--- config.mk ---
export PLATFORM = sky130hd
export DESIGN_NAME = phase_slope_frequency_filter
export DESIGN_NICKNAME = d
export VERILOG_FILES = /design/src/sv/psff_pkg.sv /design/src/sv/phase_slope_frequency_filter.sv /design/src/sv/psff_mac.sv /design/src/sv/psff_window.sv
export SDC_FILE = /design/constraint.sdc
export NUM_CORES = 2
export LEC_CHECK = 0
export ABC_CLOCK_PERIOD_IN_PS = 68900
export BUFFER_PORTS_ARGS = -buffer_cell sky130_fd_sc_hd__buf_2
export CAP_MARGIN = 20
export CORE_UTILIZATION = 55
export CTS_CLUSTER_DIAMETER = 80
export DETAILED_ROUTE_END_ITERATION = 7
export MAX_ROUTING_LAYER = met4
export PLACE_DENSITY = 0.78
export SLEW_MARGIN = 20
export SYNTH_ARGS = -nofsm -noshare
export SYNTH_HDL_FRONTEND = slang
export SYNTH_HIERARCHICAL = 1
export SYNTH_SLANG_ARGS = --single-unit
--- constraint.sdc ---
create_clock -name clk -period 68.9 [get_ports clk]
set_input_delay 6.89 -clock clk [delete_from_list [all_inputs] [get_ports clk]]
set_output_delay 6.89 -clock clk [all_outputs]
set_load 0.01 [all_outputs]
--- src/sv/psff_pkg.sv ---
`default_nettype none
package psff_pkg;

    localparam int MAX_TAPS = 32;
    localparam int TAP_W    = 6;
    localparam int IDX_W    = 5;
    localparam int DATA_W   = 32;
    localparam int GAIN_W   = 32;
    localparam int W_W      = 8;
    localparam int A_W      = 43;
    localparam int B_W      = 17;
    localparam int ACC_W    = A_W + B_W;
    localparam int MAG_W    = 42;
    localparam int FRAC_W   = 16;

    localparam logic CFG_TAP_COUNT = 1'b0;
    localparam logic CFG_GAIN      = 1'b1;

    localparam logic [TAP_W-1:0]  TAP_RESET  = 6'd2;
    localparam logic [GAIN_W-1:0] GAIN_RESET = 32'd65536;

    localparam logic [DATA_W-1:0] FREQ_MAX = 32'h7FFF_FFFF;
    localparam logic [DATA_W-1:0] FREQ_MIN = 32'h8000_0000;

    typedef struct packed {
        logic             shift;
        logic [IDX_W-1:0] rd_idx;
    } win_ctl_t;

endpackage
`default_nettype wire

--- src/sv/phase_slope_frequency_filter.sv ---
`default_nettype none
// A sample that fills the window gives its first result after the window
// multiply-accumulate on the shared MAC, then abs, two gain multiplies, saturate and
// the output load; further copies follow one a cycle while the output is not stalled.
// The input is not ready again until every result of the current sample has been loaded.
// Reset clears control, counts and output valid; tap_count and gain return to 2 and 1.0.
module phase_slope_frequency_filter (
    input  wire logic                          clk,
    input  wire logic                          rst_n,
    input  wire logic                          s_axis_tvalid,
    output logic                               s_axis_tready,
    // [31:0] phase
    input  wire logic [psff_pkg::DATA_W-1:0]   s_axis_tdata,
    input  wire logic                          s_axis_tlast,
    output logic                               m_axis_tvalid,
    input  wire logic                          m_axis_tready,
    // [31:0] frequency
    output logic      [psff_pkg::DATA_W-1:0]   m_axis_tdata,
    output logic                               m_axis_tlast,
    // [0] short_record
    output logic                               m_axis_tuser,
    input  wire logic                          cfg_we,
    input  wire logic                          cfg_index,
    input  wire logic [psff_pkg::GAIN_W-1:0]   cfg_wdata
);
    import psff_pkg::*;

    localparam logic [2:0] ST_IDLE = 3'd0;
    localparam logic [2:0] ST_MAC  = 3'd1;
    localparam logic [2:0] ST_ABS  = 3'd2;
    localparam logic [2:0] ST_MLO  = 3'd3;
    localparam logic [2:0] ST_MHI  = 3'd4;
    localparam logic [2:0] ST_SAT  = 3'd5;
    localparam logic [2:0] ST_EMIT = 3'd6;

    logic [TAP_W-1:0]  tap_count_reg;
    logic [GAIN_W-1:0] gain_reg;
    logic [2:0]        state_reg, state_next;
    logic [TAP_W-1:0]  seen_reg, seen_next;
    logic [TAP_W-1:0]  n_reg, n_next;
    logic              last_reg, last_next;
    logic [TAP_W-1:0]  j_reg, j_next;
    logic [TAP_W-1:0]  cnt_reg, cnt_next;
    logic              short_reg, short_next;
    logic              neg_reg, neg_next;
    logic signed [ACC_W-1:0] acc_reg, acc_next;
    logic [MAG_W-1:0]  mag_reg, mag_next;
    logic [DATA_W-1:0] freq_reg, freq_next;
    logic              out_valid_reg, out_valid_next;
    logic [DATA_W-1:0] out_data_reg;
    logic              out_last_reg;
    logic              out_user_reg;

    logic              accept;
    logic              load_out;
    logic [TAP_W-1:0]  n_eff;
    logic [TAP_W-1:0]  old_seen;
    logic [TAP_W-1:0]  seen_new;
    logic [TAP_W-1:0]  lead;
    logic [TAP_W-1:0]  trail;
    logic [W_W-1:0]    weight;
    logic signed [ACC_W-1:0] acc_abs;
    logic              sat;
    logic [DATA_W-1:0] rd_data;
    win_ctl_t          win_ctl;

    logic signed [A_W-1:0]   mac_a;
    logic signed [B_W-1:0]   mac_b;
    logic signed [ACC_W-1:0] mac_addend;
    logic signed [ACC_W-1:0] mac_sum;

    assign accept        = s_axis_tvalid && s_axis_tready;
    assign s_axis_tready = (state_reg == ST_IDLE);

    always_comb
    begin
        priority if (tap_count_reg < TAP_W'(2))
            n_eff = TAP_W'(2);
        else if (tap_count_reg > TAP_W'(MAX_TAPS))
            n_eff = TAP_W'(MAX_TAPS);
        else
            n_eff = tap_count_reg;
    end

    assign old_seen = (seen_reg > n_eff) ? n_eff : seen_reg;
    assign seen_new = (old_seen == n_eff) ? n_eff : old_seen + TAP_W'(1);
    assign lead     = n_eff - TAP_W'(2) - ((n_eff - TAP_W'(1)) >> 1);
    assign trail    = n_eff - TAP_W'(1) - lead;

    // Weight of the tap read in the cycle before: n + 1 - 2j.
    assign weight  = {2'b00, n_reg} + W_W'(1) - {1'b0, j_reg, 1'b0};
    assign acc_abs = acc_reg[ACC_W-1] ? -acc_reg : acc_reg;
    assign sat     = |acc_reg[ACC_W-1:DATA_W-1];

    assign win_ctl.shift  = accept;
    assign win_ctl.rd_idx = j_reg[IDX_W-1:0];

    psff_window u_window (
        .clk     (clk),
        .ctl     (win_ctl),
        .wr_data (s_axis_tdata),
        .rd_data (rd_data)
    );

    always_comb
    begin
        mac_a      = '0;
        mac_b      = '0;
        mac_addend = '0;
        unique case (state_reg)
            ST_MAC:
            begin
                mac_a      = $signed({{(A_W-DATA_W){rd_data[DATA_W-1]}}, rd_data});
                mac_b      = (j_reg == '0) ? '0
                           : $signed({{(B_W-W_W){weight[W_W-1]}}, weight});
                mac_addend = acc_reg;
            end
            ST_MLO:
            begin
                mac_a = $signed({1'b0, mag_reg});
                mac_b = $signed({1'b0, gain_reg[FRAC_W-1:0]});
            end
            ST_MHI:
            begin
                mac_a      = $signed({1'b0, mag_reg});
                mac_b      = $signed({1'b0, gain_reg[GAIN_W-1:FRAC_W]});
                mac_addend = acc_reg >>> FRAC_W;
            end
            default:
            begin
                mac_a = '0;
            end
        endcase
    end

    psff_mac u_mac (
        .a      (mac_a),
        .b      (mac_b),
        .addend (mac_addend),
        .sum    (mac_sum)
    );

    always_comb
    begin
        state_next     = state_reg;
        seen_next      = seen_reg;
        n_next         = n_reg;
        last_next      = last_reg;
        j_next         = j_reg;
        cnt_next       = cnt_reg;
        short_next     = short_reg;
        neg_next       = neg_reg;
        acc_next       = acc_reg;
        mag_next       = mag_reg;
        freq_next      = freq_reg;
        load_out       = 1'b0;
        out_valid_next = out_valid_reg && !m_axis_tready;
        unique case (state_reg)
            ST_IDLE:
            begin
                if (accept)
                begin
                    n_next    = n_eff;
                    last_next = s_axis_tlast;
                    seen_next = s_axis_tlast ? '0 : seen_new;
                    if (seen_new == n_eff)
                    begin
                        state_next = ST_MAC;
                        j_next     = '0;
                        acc_next   = '0;
                        short_next = 1'b0;
                        cnt_next   = ((old_seen != n_eff) ? lead + TAP_W'(1) : TAP_W'(1))
                                   + (s_axis_tlast ? trail : '0);
                    end
                    else if (s_axis_tlast)
                    begin
                        state_next = ST_EMIT;
                        freq_next  = '0;
                        short_next = 1'b1;
                        cnt_next   = TAP_W'(1);
                    end
                end
            end
            ST_MAC:
            begin
                acc_next = mac_sum;
                j_next   = j_reg + TAP_W'(1);
                if (j_reg == n_reg)
                    state_next = ST_ABS;
            end
            ST_ABS:
            begin
                neg_next   = acc_reg[ACC_W-1];
                mag_next   = acc_abs[MAG_W-1:0];
                state_next = ST_MLO;
            end
            ST_MLO:
            begin
                acc_next   = mac_sum;
                state_next = ST_MHI;
            end
            ST_MHI:
            begin
                acc_next   = mac_sum;
                state_next = ST_SAT;
            end
            ST_SAT:
            begin
                if (neg_reg)
                    freq_next = sat ? FREQ_MIN : DATA_W'(0) - acc_reg[DATA_W-1:0];
                else
                    freq_next = sat ? FREQ_MAX : acc_reg[DATA_W-1:0];
                state_next = ST_EMIT;
            end
            ST_EMIT:
            begin
                // Load only into a free or draining output slot.
                if (!out_valid_reg || m_axis_tready)
                begin
                    load_out       = 1'b1;
                    out_valid_next = 1'b1;
                    cnt_next       = cnt_reg - TAP_W'(1);
                    if (cnt_reg == TAP_W'(1))
                        state_next = ST_IDLE;
                end
            end
            default:
            begin
                state_next = ST_IDLE;
            end
        endcase
    end

    always_ff @(posedge clk or negedge rst_n)
    begin
        if (!rst_n)
        begin
            tap_count_reg <= TAP_RESET;
            gain_reg      <= GAIN_RESET;
            state_reg     <= ST_IDLE;
            seen_reg      <= '0;
            n_reg         <= TAP_RESET;
            last_reg      <= 1'b0;
            j_reg         <= '0;
            cnt_reg       <= '0;
            out_valid_reg <= 1'b0;
        end
        else
        begin
            if (cfg_we)
            begin
                unique case (cfg_index)
                    CFG_TAP_COUNT: tap_count_reg <= cfg_wdata[TAP_W-1:0];
                    CFG_GAIN:      gain_reg      <= cfg_wdata;
                    default:       gain_reg      <= gain_reg;
                endcase
            end
            state_reg     <= state_next;
            seen_reg      <= seen_next;
            n_reg         <= n_next;
            last_reg      <= last_next;
            j_reg         <= j_next;
            cnt_reg       <= cnt_next;
            out_valid_reg <= out_valid_next;
        end
    end

    always_ff @(posedge clk)
    begin
        short_reg <= short_next;
        neg_reg   <= neg_next;
        acc_reg   <= acc_next;
        mag_reg   <= mag_next;
        freq_reg  <= freq_next;
        if (load_out)
        begin
            out_data_reg <= freq_reg;
            out_last_reg <= last_reg && (cnt_reg == TAP_W'(1));
            out_user_reg <= short_reg;
        end
    end

    assign m_axis_tvalid = out_valid_reg;
    assign m_axis_tdata  = out_data_reg;
    assign m_axis_tlast  = out_last_reg;
    assign m_axis_tuser  = out_user_reg;

endmodule
`default_nettype wire

--- src/sv/psff_mac.sv ---
`default_nettype none
module psff_mac (
    input  wire logic signed [psff_pkg::A_W-1:0]   a,
    input  wire logic signed [psff_pkg::B_W-1:0]   b,
    input  wire logic signed [psff_pkg::ACC_W-1:0] addend,
    output logic signed      [psff_pkg::ACC_W-1:0] sum
);
    import psff_pkg::*;

    logic signed [ACC_W-1:0] prod;

    assign prod = a * b;
    assign sum  = addend + prod;

endmodule
`default_nettype wire

--- src/sv/psff_window.sv ---
`default_nettype none
module psff_window (
    input  wire logic                          clk,
    input  wire psff_pkg::win_ctl_t            ctl,
    input  wire logic [psff_pkg::DATA_W-1:0]   wr_data,
    output logic      [psff_pkg::DATA_W-1:0]   rd_data
);
    import psff_pkg::*;

    logic [DATA_W-1:0] win_reg [MAX_TAPS];
    logic [DATA_W-1:0] rd_reg;

    // Entry 0 holds the newest sample.
    always_ff @(posedge clk)
    begin
        if (ctl.shift)
        begin
            win_reg[0] <= wr_data;
            for (int i = 1; i < MAX_TAPS; i++)
            begin
                win_reg[i] <= win_reg[i-1];
            end
        end
        rd_reg <= win_reg[ctl.rd_idx];
    end

    assign rd_data = rd_reg;

endmodule
`default_nettype wire

==> qor.yml <==
outcome:
  outcome: "finished clean"
die:
  rows: 140
  initial_core_util: 0.554
  die-area_um2: 148000
  core_area_um2: 146000
  io_pins: 107
  die_x_um: 385
  die_h_um: 385
sta:
  post-route-period-util: 0.156
  period_minus_slack_ns: 10.75
  setup_tns_ns: 0
  clock_skew_ns: 0.0563
  maxSlewViolCount: 0
  finalHoldViolations: 0
  setup_viol: 0
  slew_headroom: 0.251
  rsz0062_at_grt: "false"
  timing.fmax_mhz: 93.0
  worst_pin_slew_ns: 1.12
yosys:
  ys_types: 98
  synthTopCellsByArea: "edfxtp_1, fa_1, mux2i_1"
  yosys_warnings: 6
  postSynthAreaPerCell_um2: 12.4
  synth_seq_cells: 1293
  syn_area_um2: 80600
  synth_top_area_share: 0.445
  async_reset_ff_frac: 0.0518
  yosysSeqAreaShare: 0.474
  synth.most_common_cell: "edfxtp_1"
  netlist_instances: 6514
  synth_edf_count: 1194
  synth.largest_area_cell: "edfxtp_1"
  syn-num-nets: 7539
  synthFlopType: "edfxtp_1"
  synth_common_cells: "edfxtp_1, inv_1, fa_1"
layout:
  area_delta_synth_final_pct: 7.75
  final.fill_count: 10900
  drive_gt1_frac: 0.0714
  fin_nets: 7484
  largest_reg_flops: 1024
grt:
  grt_max_degree: 226
  globalRoute.busiestLayer: "met2"
  grt_pass1_wl_um: 291000
  grt.met3_usage: 0.0420
  grt.overflow.total: 0
  gr-usage-met2: 0.397
  grt_pass1_vias: 52300
  gr-usage-all-layers: 0.259
  antenna_found_initial: 7
  met1_usage: 0.355
route:
  drc_errors: 0
  avgViaCountPerCell: 5.89
  via_count: 50000
  drt-total-wl_um: 183000
  wl_per_cell_um: 21.5
  firstDrtPassIters: 7
  ant_nets: 0
  drt_iter0_markers: 4971
clocking:
  htree_levels: 4
  cts_root_buf: "clkbuf_16"
  cts_hold_buffers: 0
  clock-sinks: 1293
  numCtsBuffers: 136
  ctsResizeCount: 0
  cts_tree: "built"
  insertion_delay_ns: 0.80
  post_cts_buffers: 0
  clkTransAtPathRegs_ns: 0.06
  clock_path_buffers: 3
place:
  hpwl_um: 122000
  routabilityCongestion: 0.967
  io_buffers: 106
setup_path:
  critPathArrivalTime_ns: 11.14
  crit_path_end_kind: "flop"
  required_ns: 69.29
  worst_setup_path_start_kind: "input pin"
  critical_path_class: "input pin to flop"
  path_max_fanout: 135
flow_run:
  drv_cap: 0
worst_hold_path:
  worstHoldPathType: "flop to flop"
-- critical path, cell delays in order --
cell,delay [ns]
buf_2,0.11
nand2_1,0.32
inv_8,0.76
buf_6,0.69
buf_6,0.68
buf_4,0.74
buf_6,0.72
-- layer usage --
layer | up-vias | part of all wire
li1 | 22000 | -
met2 | 2115 | 0.47
met4 | 0 | 0.031
met3 | 370 | 0.079
met5 | - | 0
met1 | 25500 | 0.42
-- area by class of cell --
class,count,area (um2),area share
sequential,1293,38200,0.440
clock inverter,73,686,0.00789
clock buffer,174,3640,0.0419
multi-input combinational,3910,37300,0.429
inverter,953,3580,0.0413
timing repair buffer,165,1110,0.0128
tap,1917,2400,0.0276
antenna,5,12.5,0.000144
-- layout by cell type (no fill, tap or decap), types with 105 or more instances in the layout --
master	instances
and2_1	341
a22oi_1	105
xnor2_1	107
edfxtp_1	1194
ha_1	196
buf_2	106
a22o_1	141
inv_1	950
mux2i_1	517
nand2_1	644
a21oi_1	197
clkbuf_16	137
fa_1	758
nand3_1	126
-- worst paths after layout --
check,start,to,slack (ns),cells after the start
setup / recovery,s_axis_tvalid,u_window/win_reg[19][0]$_DFFE_PP_,58.15,7
setup reg to reg,j_reg[0]$_DFFE_PN0P_,acc_reg[53]$_SDFFCE_PN0P_,58.27,34
max in group asynchronous,rst_n,j_reg[0]$_DFFE_PN0P_,61.88,2
min in group asynchronous,rst_n,gain_reg[8]$_DFFE_PN0P_,6.33,2
hold / removal,freq_reg[3]$_SDFFCE_PP0P_,m_axis_tdata[3]$_DFFE_PP_,0.42,0
hold reg to reg,freq_reg[3]$_SDFFCE_PP0P_,m_axis_tdata[3]$_DFFE_PP_,0.42,0
-- cell families after synthesis --
| logic type | after synthesis | share of synthesized area |
|---|---|---|
| compound gates | 803 | 0.0680 |
| simple gates | 1459 | 0.0890 |
| fa+ha+maj | 954 | 0.219 |
| buf+inv | 1311 | 0.0659 |
| mux | 555 | 0.0695 |
| xor+xnor | 139 | 0.0154 |
| flops | 1293 | 0.474 |
-- stage by stage --
step	utilization	std cells	setup WS, ns	hold WS, ns	instance area, um2
3_5_place_dp	0.566	8235	56.42	0.405	82400
4_1_cts	0.596	8482	57.28	0.417	86800
6_report	0.597	8490	58.15	0.415	86900
3_3_place_gp	0.566	8235	56.67	0.401	82400
5_1_grt	0.597	8488	57.81	0.418	86900
2_1_floorplan	-	6514	26.24	0.400	80600
Power is not shown: default switching activity piles up to over one toggle a cycle in this logic, so the estimate is an artifact.
